`config.mk`:
```
export PLATFORM = sky130hd
export DESIGN_NAME = ready_queue_policy_selector
export DESIGN_NICKNAME = d
export VERILOG_FILES = /design/src/sv/rqps_pkg.sv /design/src/sv/rqps_store.sv /design/src/sv/rqps_seq.sv /design/src/sv/ready_queue_policy_selector.sv
export VERILOG_INCLUDE_DIRS = /design/src /design/src/sv
export SDC_FILE = /design/constraint.sdc
export NUM_CORES = 1
export LEC_CHECK = 0
export BUFFER_PORTS_ARGS = -buffer_cell sky130_fd_sc_hd__buf_2
export CORE_UTILIZATION = 56
export DETAILED_ROUTE_END_ITERATION = 6
export PLACE_DENSITY = 0.76
export SYNTH_ARGS = -nofsm -noshare
export SYNTH_HDL_FRONTEND = slang
export SYNTH_SLANG_ARGS = --single-unit
```
`constraint.sdc`:
```
create_clock -name i_clk -period 5.5 [get_ports i_clk]
set_clock_uncertainty 0.2 [all_clocks]
set_input_delay 1.1 -clock i_clk [delete_from_list [all_inputs] [get_ports i_clk]]
set_output_delay 1.1 -clock i_clk [all_outputs]
set_load 0.01 [all_outputs]
```
`src/sv/ready_queue_policy_selector_macros.svh`:
```
// Assertion macros shared by the ready queue policy selector.
// No dependencies; included by the files that carry assertions.
`ifndef READY_QUEUE_POLICY_SELECTOR_MACROS_SVH
`define READY_QUEUE_POLICY_SELECTOR_MACROS_SVH

// Consequent must hold in the same cycle as the antecedent.
`define RQPS_ASSERT_IMPL(lbl, clk, rst_n, ante, cons) \
    lbl: assert property (@(posedge clk) disable iff (!rst_n) (ante) |-> (cons)) \
        else $error("ready queue assertion failed");

// Consequent must hold in the cycle after the antecedent.
`define RQPS_ASSERT_NEXT(lbl, clk, rst_n, ante, cons) \
    lbl: assert property (@(posedge clk) disable iff (!rst_n) (ante) |=> (cons)) \
        else $error("ready queue assertion failed");

`endif

```
`src/sv/rqps_pkg.sv`:
```
// Types, codes and helpers for the ready queue policy selector.
// No dependencies; used by every module of the block.
package rqps_pkg;

    localparam int DEPTH_DEFAULT = 16;

    typedef enum logic {
        CMD_PUSH = 1'b0,
        CMD_POP  = 1'b1
    } t_cmd;

    typedef enum logic [1:0] {
        POL_FCFS = 2'd0,
        POL_EST  = 2'd1,
        POL_LEFT = 2'd2,
        POL_PRIO = 2'd3
    } t_policy;

    typedef enum logic [1:0] {
        STAT_OK    = 2'd0,
        STAT_FULL  = 2'd1,
        STAT_EMPTY = 2'd2
    } t_status;

    typedef enum logic [1:0] {
        ST_IDLE,
        ST_SCAN,
        ST_SHIFT
    } t_state;

    typedef struct packed {
        logic [15:0] task_id;
        logic [15:0] run_estimate;
        logic [15:0] run_left;
        logic [7:0]  prio_level;
    } t_entry;

    typedef struct packed {
        logic     pop_valid;
        t_entry   entry;
        t_status  status;
        logic [4:0] occupancy;
    } t_result;

    // Sort key of an entry under a policy; oldest-first uses a constant key.
    function automatic logic [15:0] key_of(input t_entry e, input t_policy pol);
        logic [15:0] k;
        case (pol)
            POL_EST:  k = e.run_estimate;
            POL_LEFT: k = e.run_left;
            POL_PRIO: k = {8'd0, e.prio_level};
            default:  k = 16'd0;
        endcase
        return k;
    endfunction

endpackage

```
`src/sv/rqps_store.sv`:
```
// Entry memory of the ready queue: one write port, one registered read port.
// Depends on rqps_pkg for the entry type.
module rqps_store #(
    parameter int DEPTH = rqps_pkg::DEPTH_DEFAULT,
    parameter int IW    = (DEPTH > 1) ? $clog2(DEPTH) : 1
) (
    input  logic             i_clk,
    input  logic             i_we,
    input  logic [IW-1:0]    i_waddr,
    input  rqps_pkg::t_entry i_wdata,
    input  logic [IW-1:0]    i_raddr,
    output rqps_pkg::t_entry o_rdata
);

    rqps_pkg::t_entry r_mem [DEPTH];
    rqps_pkg::t_entry r_rdata;

    always_ff @(posedge i_clk) begin
        if (i_we) begin
            r_mem[i_waddr] <= i_wdata;
        end
    end

    always_ff @(posedge i_clk) begin
        r_rdata <= r_mem[i_raddr];
    end

    assign o_rdata = r_rdata;

endmodule

```
`src/sv/rqps_seq.sv`:
```
// Sequencer of the ready queue: scans the store with one shared key
// comparator, then compacts it one entry a cycle. Depends on rqps_pkg.
module rqps_seq #(
    parameter int DEPTH = rqps_pkg::DEPTH_DEFAULT,
    parameter int IW    = (DEPTH > 1) ? $clog2(DEPTH) : 1,
    parameter int CW    = $clog2(DEPTH + 1)
) (
    input  logic              i_clk,
    input  logic              i_rst_n,
    input  logic              i_start,
    input  logic              i_cmd,
    input  rqps_pkg::t_entry  i_entry,
    input  rqps_pkg::t_policy i_policy,
    output logic              o_busy,
    output logic              o_strobe,
    output rqps_pkg::t_result o_res,
    output logic              o_mem_we,
    output logic [IW-1:0]     o_mem_waddr,
    output rqps_pkg::t_entry  o_mem_wdata,
    output logic [IW-1:0]     o_mem_raddr,
    input  rqps_pkg::t_entry  i_mem_rdata
);

    rqps_pkg::t_state  r_state, n_state;
    logic [CW-1:0]     r_count, n_count;
    logic [CW-1:0]     r_idx, n_idx;
    logic [IW-1:0]     r_didx, n_didx;
    logic              r_dv, n_dv;
    rqps_pkg::t_entry  r_best, n_best;
    logic [IW-1:0]     r_best_idx, n_best_idx;
    logic              r_strobe, n_strobe;
    rqps_pkg::t_result r_res, n_res;
    logic              take;

    function automatic logic [4:0] occ_of(input logic [CW-1:0] c);
        logic [CW+4:0] w;
        w = {5'd0, c};
        return w[4:0];
    endfunction

    // Shared comparator: the first entry seeds the minimum, later ones
    // replace it only when strictly smaller, so the oldest wins a tie.
    assign take = r_dv && ((r_didx == '0) ||
                  (rqps_pkg::key_of(i_mem_rdata, i_policy) <
                   rqps_pkg::key_of(r_best, i_policy)));

    always_comb begin
        n_state     = r_state;
        n_count     = r_count;
        n_idx       = r_idx;
        n_didx      = r_didx;
        n_dv        = 1'b0;
        n_best      = r_best;
        n_best_idx  = r_best_idx;
        n_strobe    = 1'b0;
        n_res       = r_res;
        o_mem_we    = 1'b0;
        o_mem_waddr = r_count[IW-1:0];
        o_mem_wdata = i_entry;
        o_mem_raddr = r_idx[IW-1:0];
        unique case (r_state)
            rqps_pkg::ST_IDLE: begin
                if (i_start) begin
                    n_strobe = 1'b1;
                    n_res    = '0;
                    n_res.status    = rqps_pkg::STAT_OK;
                    n_res.occupancy = occ_of(r_count);
                    if (i_cmd == rqps_pkg::CMD_PUSH) begin
                        if (r_count == CW'(DEPTH)) begin
                            n_res.status = rqps_pkg::STAT_FULL;
                        end else begin
                            o_mem_we        = 1'b1;
                            n_count         = r_count + 1'b1;
                            n_res.occupancy = occ_of(n_count);
                        end
                    end else if (r_count == '0) begin
                        n_res.status = rqps_pkg::STAT_EMPTY;
                    end else begin
                        n_strobe = 1'b0;
                        n_state  = rqps_pkg::ST_SCAN;
                        n_idx    = '0;
                    end
                end
            end
            rqps_pkg::ST_SCAN: begin
                if (take) begin
                    n_best     = i_mem_rdata;
                    n_best_idx = r_didx;
                end
                if (r_idx != r_count) begin
                    n_idx  = r_idx + 1'b1;
                    n_didx = r_idx[IW-1:0];
                    n_dv   = 1'b1;
                end else begin
                    n_state = rqps_pkg::ST_SHIFT;
                    n_idx   = CW'(n_best_idx) + 1'b1;
                end
            end
            rqps_pkg::ST_SHIFT: begin
                // Each entry behind the winner moves up one place.
                if (r_dv) begin
                    o_mem_we    = 1'b1;
                    o_mem_waddr = r_didx - 1'b1;
                    o_mem_wdata = i_mem_rdata;
                end
                if (r_idx != r_count) begin
                    n_idx  = r_idx + 1'b1;
                    n_didx = r_idx[IW-1:0];
                    n_dv   = 1'b1;
                end else begin
                    n_state         = rqps_pkg::ST_IDLE;
                    n_count         = r_count - 1'b1;
                    n_strobe        = 1'b1;
                    n_res.pop_valid = 1'b1;
                    n_res.entry     = r_best;
                    n_res.status    = rqps_pkg::STAT_OK;
                    n_res.occupancy = occ_of(n_count);
                end
            end
            default: begin
                n_state = rqps_pkg::ST_IDLE;
            end
        endcase
    end

    always_ff @(posedge i_clk) begin
        if (!i_rst_n) begin
            r_state  <= rqps_pkg::ST_IDLE;
            r_count  <= '0;
            r_dv     <= 1'b0;
            r_strobe <= 1'b0;
        end else begin
            r_state  <= n_state;
            r_count  <= n_count;
            r_dv     <= n_dv;
            r_strobe <= n_strobe;
        end
    end

    always_ff @(posedge i_clk) begin
        r_idx      <= n_idx;
        r_didx     <= n_didx;
        r_best     <= n_best;
        r_best_idx <= n_best_idx;
        r_res      <= n_res;
    end

    assign o_busy   = (r_state != rqps_pkg::ST_IDLE);
    assign o_strobe = r_strobe;
    assign o_res    = r_res;

endmodule

```
`src/sv/ready_queue_policy_selector.sv`:
```
// Top level of the ready queue policy selector: policy register, entry
// store and sequencer. Depends on rqps_pkg, rqps_store, rqps_seq and the macros.
//
//  channel   handshake                     payload
//  command   start, busy                   i_cmd, i_task_id, i_run_estimate,
//                                          i_run_left, i_prio_level
//  result    o_result_strobe (one cycle)   o_pop_valid, o_out_*, o_status,
//                                          o_occupancy
//  config    i_cfg_valid, o_cfg_ready      i_cfg_data
//
// A push, a push on a full queue and a pop on an empty queue finish in the
// cycle of transfer; their result shows in the next cycle.
// A pop scans every entry through the single store read port and comparator,
// then moves each entry behind the winner up one place to compact, and ends
// with a closing step; the result follows in the next cycle.
// busy is high throughout a pop. Reset is synchronous, active low, and
// empties the queue; the result side cannot stall.
`include "ready_queue_policy_selector_macros.svh"

module ready_queue_policy_selector #(
    parameter int DEPTH = rqps_pkg::DEPTH_DEFAULT
) (
    input  logic        i_clk,
    input  logic        i_rst_n,
    input  logic        start,
    output logic        busy,
    input  logic        i_cmd,
    input  logic [15:0] i_task_id,
    input  logic [15:0] i_run_estimate,
    input  logic [15:0] i_run_left,
    input  logic [7:0]  i_prio_level,
    output logic        o_result_strobe,
    output logic        o_pop_valid,
    output logic [15:0] o_out_task_id,
    output logic [15:0] o_out_run_estimate,
    output logic [15:0] o_out_run_left,
    output logic [7:0]  o_out_prio_level,
    output logic [1:0]  o_status,
    output logic [4:0]  o_occupancy,
    input  logic        i_cfg_valid,
    output logic        o_cfg_ready,
    input  logic [1:0]  i_cfg_data
);

    localparam int IW = (DEPTH > 1) ? $clog2(DEPTH) : 1;
    localparam int CW = $clog2(DEPTH + 1);

    rqps_pkg::t_policy r_policy;
    rqps_pkg::t_entry  in_entry;
    rqps_pkg::t_result res;
    logic              mem_we;
    logic [IW-1:0]     mem_waddr;
    logic [IW-1:0]     mem_raddr;
    rqps_pkg::t_entry  mem_wdata;
    rqps_pkg::t_entry  mem_rdata;
    logic              push_take;

    assign o_cfg_ready = 1'b1;

    always_ff @(posedge i_clk) begin
        if (!i_rst_n) begin
            r_policy <= rqps_pkg::POL_FCFS;
        end else if (i_cfg_valid && o_cfg_ready) begin
            r_policy <= rqps_pkg::t_policy'(i_cfg_data);
        end
    end

    assign in_entry.task_id      = i_task_id;
    assign in_entry.run_estimate = i_run_estimate;
    assign in_entry.run_left     = i_run_left;
    assign in_entry.prio_level   = i_prio_level;

    rqps_store #(
        .DEPTH (DEPTH),
        .IW    (IW)
    ) u_store (
        .i_clk   (i_clk),
        .i_we    (mem_we),
        .i_waddr (mem_waddr),
        .i_wdata (mem_wdata),
        .i_raddr (mem_raddr),
        .o_rdata (mem_rdata)
    );

    rqps_seq #(
        .DEPTH (DEPTH),
        .IW    (IW),
        .CW    (CW)
    ) u_seq (
        .i_clk       (i_clk),
        .i_rst_n     (i_rst_n),
        .i_start     (start),
        .i_cmd       (i_cmd),
        .i_entry     (in_entry),
        .i_policy    (r_policy),
        .o_busy      (busy),
        .o_strobe    (o_result_strobe),
        .o_res       (res),
        .o_mem_we    (mem_we),
        .o_mem_waddr (mem_waddr),
        .o_mem_wdata (mem_wdata),
        .o_mem_raddr (mem_raddr),
        .i_mem_rdata (mem_rdata)
    );

    // Result fields are only meaningful while the strobe is high.
    assign o_pop_valid        = o_result_strobe & res.pop_valid;
    assign o_out_task_id      = res.entry.task_id;
    assign o_out_run_estimate = res.entry.run_estimate;
    assign o_out_run_left     = res.entry.run_left;
    assign o_out_prio_level   = res.entry.prio_level;
    assign o_status           = res.status;
    assign o_occupancy        = res.occupancy;

    assign push_take = start && !busy && (i_cmd == rqps_pkg::CMD_PUSH);

    `RQPS_ASSERT_NEXT(a_push_one_cycle, i_clk, i_rst_n, push_take, o_result_strobe && !busy)
    `RQPS_ASSERT_IMPL(a_pop_status_ok, i_clk, i_rst_n, o_pop_valid, o_status == rqps_pkg::STAT_OK)
    `RQPS_ASSERT_IMPL(a_pop_after_busy, i_clk, i_rst_n, o_pop_valid, $past(busy))

endmodule

```
# Word-level counts from Yosys, hierarchy flattened
# Memory sizes are Yosys's and may differ from the RTL's. A register that Yosys moved wholly into a read port is not among the register bits.
# Index checks and enable logic that the tools add are counted.
totals:
  n_memories: 1
  mem_bits_rw: 896
  wordCells: 99
  input_bits: 63
  out_inout_bits: 67
  regBits: 144
memory_table:
  columns: ["name", "depth", "width", "rd", "rd_ports_with_merged_regs", "wr", "line", "source"]
  rows:
  - ["u_store.r_mem", 16, 56, 1, 1, 1, "rqps_store.sv:15", "rqps_pkg::t_entry r_mem [DEPTH];"]
op_classes:
  mux: 44
  n_reduce_logical: 15
  n_eq_ne: 13
  n_bitwise: 1
  add_sub_neg: 5
  n_lt_le_gt_ge: 1
ops:
  columns: ["cell", "count"]
  rows:
  - ["64-bit 2-to-1 mux", 2]
  - ["64-bit case mux with 2 select lines", 1]
  - ["56-bit 2-to-1 mux", 2]
  - ["16-bit case mux with 3 select lines", 2]
  - ["5-bit 2-to-1 mux", 9]
  - ["16-bit less-than comparator", 1]
  - ["4-bit 2-to-1 mux", 4]
  - ["5-bit case mux with 3 select lines", 1]
  - ["2-bit 2-to-1 mux", 7]
  - ["1-bit 2-to-1 mux", 12]
  - ["5-bit by 1-bit adder with 5-bit output (second input constant)", 2]
  - ["2-bit inequality test (second input constant)", 5]
  - ["5-bit case mux with 2 select lines", 1]
  - ["5-bit AND reduction", 2]
  - ["2-bit == test (second input constant)", 3]
  - ["2-bit case mux with 3 select lines", 1]
  - ["2-bit AND reduction", 3]
  - ["4-bit by 1-bit adder with 5-bit output (second input constant)", 1]
  - ["5-bit == test (second input constant)", 1]
  - ["5-bit zero test", 1]
  - ["5-bit inequality test", 1]
  - ["5-bit by 1-bit subtractor with 5-bit output (second input constant)", 1]
  - ["2-bit by 1-bit == test with 1-bit output (second input constant)", 2]
  - ["4-bit zero test", 1]
  - ["other kinds (11)", 13]

# Logic depth before layout (Yosys ltp)
# Gate-level depths: netlist of the first run.
depth:
  depth_word: 10
  ltp_mapped: 16
  ltp_nobuf: 13

# By module
# A second synthesis of the first run with hierarchy kept.
unflattened:
  cells_unflattened: 1970
  area_unflattened_um2: 41792.6
by_module_without_submodules:
  columns: ["mod", "n_inst", "area_per_inst_um2", "cells_per_inst"]
  rows:
  - ["rqps_store", 1, 34678.3, 1445]
  - ["rqps_seq", 1, 7024.2, 516]
  - ["ready_queue_policy_selector", 1, 90.1, 9]

# Worst setup path after synthesis of the first run
# No wires, ideal clock.
synth_timing:
  path_type: "reg2reg"
  start: "reg r_policy[0]"
  end: "reg u_seq.r_best[0] (netlist name), enable pin"
  path_slack_ns: -0.374
  t_arrival_ns: 5.197
  synth_period_minus_slack_ns: 5.874
  required_time_ns: 4.824
  path_stages_with_launch: 12
  path_cell_list: "dfxtp_1 -> buf_2 -> buf_1 -> mux2_2 -> a22o_1 -> ha_1 -> a21o_1 -> a21o_1 -> a221o_1 -> a21oi_4 -> nor2_1 -> nor2b_1"
synth_between:
  elab_chain_cells: 6
  elab_cells_between_ends: 9
  cone_classes: "order compare (1); eq/ne (3); mux (2); reduce/logical (3)"
synth_lines:
  columns: ["item", "line", "source"]
  rows:
  - ["start: declaration", "ready_queue_policy_selector.sv:48", "rqps_pkg::t_policy r_policy;"]
  - ["start signal: assignment", "ready_queue_policy_selector.sv:62", "r_policy <= rqps_pkg::POL_FCFS;"]
  - ["start signal: assignment", "ready_queue_policy_selector.sv:64", "r_policy <= rqps_pkg::t_policy'(i_cfg_data);"]
  - ["2-bit == test or 2-bit by 1-bit == test with 1-bit output (tied branches)", "rqps_pkg.sv:48", "case (pol)"]
  - ["16-bit case mux with 3 select lines", "rqps_pkg.sv:48", null]
  - ["16-bit less-than comparator (*)", "rqps_seq.sv:44", "(rqps_pkg::key_of(i_mem_rdata, i_policy) <"]
  - ["1-bit logical OR (*)", "rqps_seq.sv:43", "assign take = r_dv && ((r_didx == '0) ||"]
  - ["1-bit logical AND (*)", "rqps_seq.sv:43", null]
  - ["2-bit AND reduction (no line) (*)", null, null]
  - ["end signal: assignment", "rqps_seq.sv:143", "r_best <= n_best;"]
  - ["end: declaration", "rqps_seq.sv:29", "rqps_pkg::t_entry r_best, n_best;"]
# Every way passes the cells marked *; elsewhere a longest branch is shown, timed or not.
# A chain may end at the register's enable or synchronous reset.

# Worst setup path in the final report of the first run
layout_timing:
  start: "reg r_policy[0]"
  end: "reg u_seq.r_idx[1] (data pin)"
layout_between:
  elab_chain_cells: 10
  elab_cells_between_ends: 13
  cone_classes: "add/sub (1); order compare (1); eq/ne (3); mux (6); reduce/logical (2)"
layout_lines:
  columns: ["item", "line", "source"]
  rows:
  - ["2-bit == test or 2-bit by 1-bit == test with 1-bit output (tied branches)", "rqps_pkg.sv:48", null]
  - ["16-bit case mux with 3 select lines", "rqps_pkg.sv:48", null]
  - ["16-bit less-than comparator (*)", "rqps_seq.sv:44", null]
  - ["1-bit logical OR (*)", "rqps_seq.sv:43", null]
  - ["1-bit logical AND (*)", "rqps_seq.sv:43", null]
  - ["4-bit 2-to-1 mux (*)", "rqps_seq.sv:86", "if (take) begin"]
  - ["4-bit 2-to-1 mux (*)", "rqps_seq.sv:61", "unique case (r_state)"]
  - ["4-bit by 1-bit adder with 5-bit output (*)", "rqps_seq.sv:96", "n_idx = CW'(n_best_idx) + 1'b1;"]
  - ["5-bit 2-to-1 mux (*)", "rqps_seq.sv:90", "if (r_idx != r_count) begin"]
  - ["5-bit case mux with 3 select lines (*)", "rqps_seq.sv:61", null]
  - ["net u_seq.n_idx[1]", "rqps_seq.sv:26", "logic [CW-1:0] r_idx, n_idx;"]
  - ["end signal: assignment", "rqps_seq.sv:141", "r_idx <= n_idx;"]
  - ["end: declaration", "rqps_seq.sv:26", null]
# The timed path passes the listed nets; every way through them passes the cells marked *. The select of a mux whose other input is x is not followed.

==> summary.md, run 1 <==
| Metric | Value |
|---|---|
| Status | `complete, no violations` |
| PortBufs | `128` |
| Worst vdd ir | `0.264 mV` |
| Die area | `76900 um2` |
| Die Width | `277 um` |
| Fin. max-slew vios | `0` |
| Crit. End Element | `register` |
| FP Rows | `100` |
| Root Buffer | `clkbuf_16` |
| Max FO, Critical Path | `24` |
| Post-cts hold buffer count | `0` |
| Post-Route Setup TNS | `0 ns` |
| Unique cell type count in the Yosys netlist | `61` |
| WS Path Type | `register to register` |
| WHS | `0.230 ns` |
| H-tree levels | `3` |
| I/O pin cnt | `130` |
| Crit start category | `register` |
| DRC | `0` |
| Least-Margin Pin Slew | `1.19 ns` |
| Routed Antenna Nets | `0` |
| Synthesis-to-finish area growth | `11.7%` |
| Top-area cell type share of the netlist area | `72.8%` |
| Vias | `20000` |
| Ant. Diodes | `0` |
| DRT Wirelength | `93200 um` |
| Total Routing Usage GR | `24.6%` |
| Tmin final | `4.67 ns` |
| Max-Cap Viols | `0` |
| Bufs on Longest Clock Path | `3` |
| Number of synthesized flops with an enable pin | `1029` |
| DIE HEIGHT | `277 um` |
| Fin nets | `2125` |
| CTS Buf Count | `105` |
| Initial core utilization | `56.8%` |
| GPL Wtd Cong | `0.891` |
| Post-Route Utilization | `63.4%` |
| CTS tree | `done` |
| Clk Latency, worst-skew pair | `0.67 ns` |
| Clock sinks | `1096` |
| Initial DRT Pass Iterations | `5` |
| Worst Path Required | `5.72 ns` |
| DPL Wire Length | `50100 um` |
| Fin cells | `3098` |
| Async set-reset flop share out of synthesis | `0%` |
| Core region area | `74700 um2` |
| Initial DRC count | `2035` |
| Placed Cells | `2900` |
| Largest net degree at the start of global routing | `164` |
| Slew Limit Headroom | `21.0%` |
| DR WL/cell | `30.1 um` |
| Initial antenna violation count | `7` |
| Power, Total | `18.8 mW` |
| Clk slew on worst S/H paths | `0.06 ns` |
| Final setup vio count | `0` |
| Unrepaired setup endpoints after global routing | `false` |
| Mapped Area | `42400 um2` |
| Post-CTS sizing | `0` |
| Worst min-delay path class | `register to register` |
| Share of layout cells above drive strength 1 | `33.5%` |
| Fmax | `214 MHz` |
| Vias in the first global route | `20300` |
| Post-CTS Setup Bufs | `0` |
| Final period util | `84.9%` |
| Register area share after synthesis | `76.0%` |
| Syn_nets | `2000` |
| Yosys warning count | `0` |
| Post-synthesis register bit count | `1096` |
| Power Density | `396 nW/um2` |
| CP arrival | `4.89 ns` |
| Leak Pwr | `15.3 nW` |
| Vias per cell | `6.46` |
| Ys flop type | `edfxtp_1` |
| Global route total overflow | `0` |
| Filler cell count | `4692` |
| Final Hold Viols | `0` |
| First-pass GRT wire length | `136000 um` |
| Synth area leaders | `edfxtp_1 (73%), mux4_2 (15%), dfxtp_1 (3.2%)` |
| Cell taking the most area after synthesis | `edfxtp_1` |
| Mapped Avg Cell Area | `22.2 um2` |
| Post-Syn Instances | `1913` |
==> worst paths after layout <==
path                             from          endpoint  slack (ns)  depth (start not counted)
hold reg to reg   u_store.o_rdata[41]  u_seq.r_best[41]        0.23                          0
setup reg to reg          r_policy[0]    u_seq.r_idx[1]        0.83                         13
setup / recovery          r_policy[0]    u_seq.r_idx[1]        0.83                         13
hold / removal    u_store.o_rdata[41]  u_seq.r_best[41]        0.23                          0
==> cells by family after synthesis <==
family / share of synthesized area, %
AOI/OAI and AO/OA: 1.42
xor gates and xnor gates: 0.369
adders and majority gates: 0.708
buffers and inverters: 2.41
DFF: 76.0
muxes: 17.1
other: 0.00884
and+or+nand+nor: 2.03
==> final cells by class <==
type	count	area, um2	share of cell area [%]
clock inverter	42	337	0.710
sequential	1096	32200	68.0
timing repair buffer	179	1210	2.56
inverter	14	53.8	0.114
tap	969	1210	2.56
multi-input combinational	642	9310	19.6
clock buffer	156	3020	6.38
==> layer usage <==
layer / vias up / wire length (um) / part of all wire, % / track usage, %
met1: 10700 / 36800 / 39 / 34.9
met3: 154 / 8470 / 9.1 / 4.67
met2: 1059 / 45500 / 49 / 39.1
met4: 2 / 2430 / 2.6 / 7.75
met5: - / 8 / 0.0086 / 0
li1: 8127 / - / - / -
==> flip-flops by register name, indices dropped and copies added (netlist names) <==
register          flops
u_store.o_rdata      56
u_store.r_mem       896
u_seq.r_state         2
u_seq.o_res          64
u_seq.r_dv            1
u_seq.o_strobe        1
u_seq.r_best_idx      4
u_seq.r_count         5
u_seq.r_idx           5
u_seq.r_didx          4
r_policy              2
u_seq.r_best         56
==> power by group <==
group	leakage [nW]	total [mW]	switching, mW	internal [mW]
Clock	1.64	6.98	3.03	3.96
Sequential	9.91	9.80	0.303	9.50
Combinational	3.78	1.99	0.996	0.995
Total	15.3	18.8	4.33	14.5
==> cell usage after synthesis (all sizes together), types with 2 or more instances <==
master	number
edfxtp	1029
mux4	280
buf	119
mux2	74
dfxtp	67
and2	59
clkbuf	42
nor2	33
ha	24
nand2	22
a22o	16
a22oi	16
inv	13
mux2i	11
xnor2	11
a21oi	10
o21ai	9
nand3	8
nor2b	8
a21o	6
o21a	6
nor3	5
nand2b	4
nand4	4
a211oi	3
or2	3
xor2	3
a31oi	2
a32oi	2
and3	2
and4bb	2
nor3b	2
o211ai	2
o22ai	2
==> critical path, stage by stage (launching register included) <==
cell and delay [ns]:
dfxtp_1 0.32, nor2b_2 0.86, a22oi_1 0.26, ha_1 0.35, inv_1 0.04, o41ai_1 0.50, a221o_1 0.28, a21oi_4 0.12
nor2_1 0.31, mux2_1 0.39, ha_1 0.29, mux2_2 0.26, a22oi_1 0.15, nor2b_1 0.07
==> placed cells by master (no fill, tap or decap), drive strengths merged, types with 6 or more instances in the layout <==
cell / count
a21o: 6
a21oi: 10
a22o: 16
a22oi: 16
and2: 59
buf: 179
clkbuf: 156
clkinv: 32
dfxtp: 67
edfxtp: 1029
ha: 24
inv: 16
mux2: 74
mux2i: 11
mux4: 280
nand2: 22
nand3: 8
nor2: 33
nor2b: 8
o21a: 6
o21ai: 9
xnor2: 11
==> stage by stage <==
stage	setup slack [ns]	instance area, um2
after floorplan	0.632	42400
final	0.829	47400
after CTS	0.888	47400
after detailed placement	0.968	44000
after global routing	0.566	47400
after global placement	1.15	44000
Power figures use the tool's default switching activity.
==> run 2, diff against run 1 <==
==> constraint.sdc (replaced) <==
create_clock -name i_clk -period 3.8 [get_ports i_clk]
set_clock_uncertainty 0.2 [all_clocks]
set_input_delay 0.76 -clock i_clk [delete_from_list [all_inputs] [get_ports i_clk]]
set_output_delay 0.76 -clock i_clk [all_outputs]
set_load 0.01 [all_outputs]
==> run 2 against run 1 <==
Effect of this change:
- the flow now finishes with violations (setup timing)
- critical path type unchanged
- die area is the same
- largest power group unchanged
- sequential power rose by 44%
- final area is 1.7% higher
- via count grew 0.78%
==> summary.md, run 2 (synthesis results as in run 1) <==
| Metric | Value |
|---|---|
| Vias in the first global route | `20400` |
| Final Cell Area | `48200 um2` |
| Worst reg2reg setup slack | `-0.006 ns` |
| Initial antenna violation count | `7` |
| Hold path start | `i_cfg_data[0]` |
| Initial DRT Pass Iterations | `5` |
| Failing checks | `setup timing` |
| Largest net degree at the start of global routing | `81` |
| Clk slew on worst S/H paths | `0.06 ns` |
| H-tree levels | `3` |
| DPL Wire Length | `51200 um` |
| PortBufs | `128` |
| Fin nets | `2164` |
| Filler cell count | `4564` |
| CP arrival | `4.02 ns` |
| Hold Crit Depth | `3` |
| DRC | `0` |
| DR WL/cell | `30.6 um` |
| FP Rows | `100` |
| Post-Route Utilization | `64.5%` |
| Vias | `20200` |
| Most frequent cells in the layout | `edfxtp_1 (1029), mux4_2 (280), buf_2 (128), clkbuf_16 (109), mux2_2 (70)` |
| DRT Wirelength | `95900 um` |
| Final Hold Viols | `0` |
| Share of layout cells above drive strength 1 | `35.3%` |
| Leak Pwr | `15.7 nW` |
| Power Density | `574 nW/um2` |
| Max reg flops | `896` |
| Unrepaired setup endpoints after global routing | `true` |
| CP dominant cell by count | `mux2_4` |
| Crit. End Element | `register` |
| Total Routing Usage GR | `25.1%` |
| Clk Latency, worst-skew pair | `0.66 ns` |
| Worst setup margin | `-0.00594 ns` |
| Top reg by flops | `u_store.r_mem` |
| Final setup vio count | `1` |
| Global route total overflow | `0` |
| Placement Setup Slack | `-0.0936 ns` |
| CTS Buf Count | `104` |
| DR top layer | `met5` |
| Wire length on met3 | `9800 um` |
| Final period util | `100%` |
| Max FO, Critical Path | `7` |
| Cells along the critical path | `buf_6 > mux2_4 > a22o_1 > ha_1 > a21o_1 > a21o_1 > a221o_1 > a21oi_4 > nor2_4 > mux2_4 > ha_4 > mux2_4 > a22oi_2 > nor2b_1` |
| Slew Limit Headroom | `44.9%` |
| CTS tree | `done` |
| GPL Wtd Cong | `0.891` |
| Synthesis-to-finish area growth | `13.6%` |
| Least-Margin Pin Slew | `0.827 ns` |
| Die Width | `277 um` |
| Routed Antenna Nets | `0` |
| Reg2reg end | `u_seq.r_idx[1]` |
| Vias per cell | `6.43` |
| Worst reg-to-reg path cell count | `14` |
| Metal2 WL | `47400 um` |
| Top delay family on crit path | `compound AO/OA/AOI/OAI gates` |
| Clock network power share | `37.4%` |
| Worst min-delay path class | `input pin to register` |
| Hold Path Sink | `r_policy[0]` |
| P_int | `21.3 mW` |
| Sw frac | `22.8%` |
| Core region area | `74700 um2` |
| Bufs on Longest Clock Path | `3` |
| Tmin final | `3.81 ns` |
| Initial DRC count | `2162` |
| Max-Cap Viols | `0` |
| Status | `complete, but fails checks` |
| Combinational share of power | `11.6%` |
| Sequential share of power | `51.0%` |
| Post-cts hold buffer count | `0` |
| First-pass GRT wire length | `138000 um` |
| Root Buffer | `clkbuf_16` |
| Delay of the slowest cell on the worst path | `0.41 ns` |
| WS Path Type | `register to register` |
| I/O pin cnt | `130` |
| Sw Pwr | `6.30 mW` |
| Routed length on met1 | `35700 um` |
| Die area | `76900 um2` |
| Commonest non-fill, non-tap cell in the layout | `edfxtp_1` |
| Post-DP Area | `44500 um2` |
| Critical path's slowest cell | `dfxtp_4` |
| Reg2Reg Launch Point | `r_policy[0]` |
| Worst Path Required | `4.01 ns` |
| WHS | `0.199 ns` |
| DIE HEIGHT | `277 um` |
| Worst vdd ir | `0.360 mV` |
| Fmax | `263 MHz` |
| Fin. max-slew vios | `0` |
| Clock sinks | `1096` |
| Crit start category | `register` |
| Crit path buffers/inverters | `1` |
| Initial core utilization | `56.8%` |
-- run 2: cell count changes in the layout (fill, tap and decap cells not counted), sizes merged --
cell | before | now
clkbuf | 156 | 147
inv | 16 | 14
diode | 0 | 1
clkinvlp | 5 | 2
bufinv | 3 | 10
buf | 179 | 216
clkinv | 32 | 39
-- run 2: cell type report --
class / instances / area (um2) / area share (%)
inverter: 14 / 52.6 / 0.109
multi-input combinational: 642 / 9370 / 19.4
clock buffer: 144 / 2900 / 6.01
clock inverter: 51 / 561 / 1.16
sequential: 1096 / 32200 / 66.9
tap: 969 / 1210 / 2.52
antenna: 1 / 2.50 / 0.00519
timing repair buffer: 219 / 1850 / 3.84
-- run 2: power groups by stage --
stage | Combinational, mW | Clock (mW) | Sequential, mW
5_1_grt | 3.39 | 10.9 | 14.1
4_1_cts | 3.21 | 10.5 | 14.1
3_5_place_dp | 3.14 | 0 | 14.4
6_report | 3.20 | 10.3 | 14.1
2_1_floorplan | 2.34 | 0 | 14.2
3_3_place_gp | 3.09 | 0 | 14.3
-- run 2: per-layer routing --
metal  vias to the layer above  track usage (%)
met3                       182             4.81
met2                      1192             40.9
met4                         8             8.36
li1                       8185                -
met5                         -                0
met1                     10600             34.5
-- run 2: worst max-delay path by stage --
stage,endpoint,from,depth (start not counted),slack (ns)
global route,u_seq.r_idx[1],r_policy[0],15,-0.13
global placement,u_seq.r_idx[1],r_policy[0],15,-0.08
floorplan,u_store.r_mem[12][0],u_seq.r_count[0],9,-0.87
detailed placement,u_seq.r_idx[1],r_policy[0],15,-0.09
CTS,u_seq.r_idx[1],r_policy[0],14,0.01
finish,u_seq.r_idx[1],r_policy[0],14,-0.006
-- run 2: tightest hold or removal path, stage by stage --
cell     delay, ns
buf_2         0.10
mux2i_1       0.07
nor2_1        0.09
-- run 2: repair_timing --
| item | in CTS | in global routing |
|---|---|---|
| resized for setup | 13 | 4 |
| setup buffers | 5 | 2 |
| hold endpoints to repair | 0 | 0 |
| cloned | 0 | 4 |
| pin swaps | 10 | 12 |
| setup endpoints to repair | 3 | 59 |
-- run 2: stage by stage --
step                      std cells  power (mW)  TNS (ns)
final                          3136        27.6  -0.00594
after global routing           3136        28.4     -3.53
after CTS                      3129        27.8         0
after detailed placement       2929        17.5    -0.172
after global placement         2929        17.4   -0.0792
after floorplan                1913        16.5   -681.76
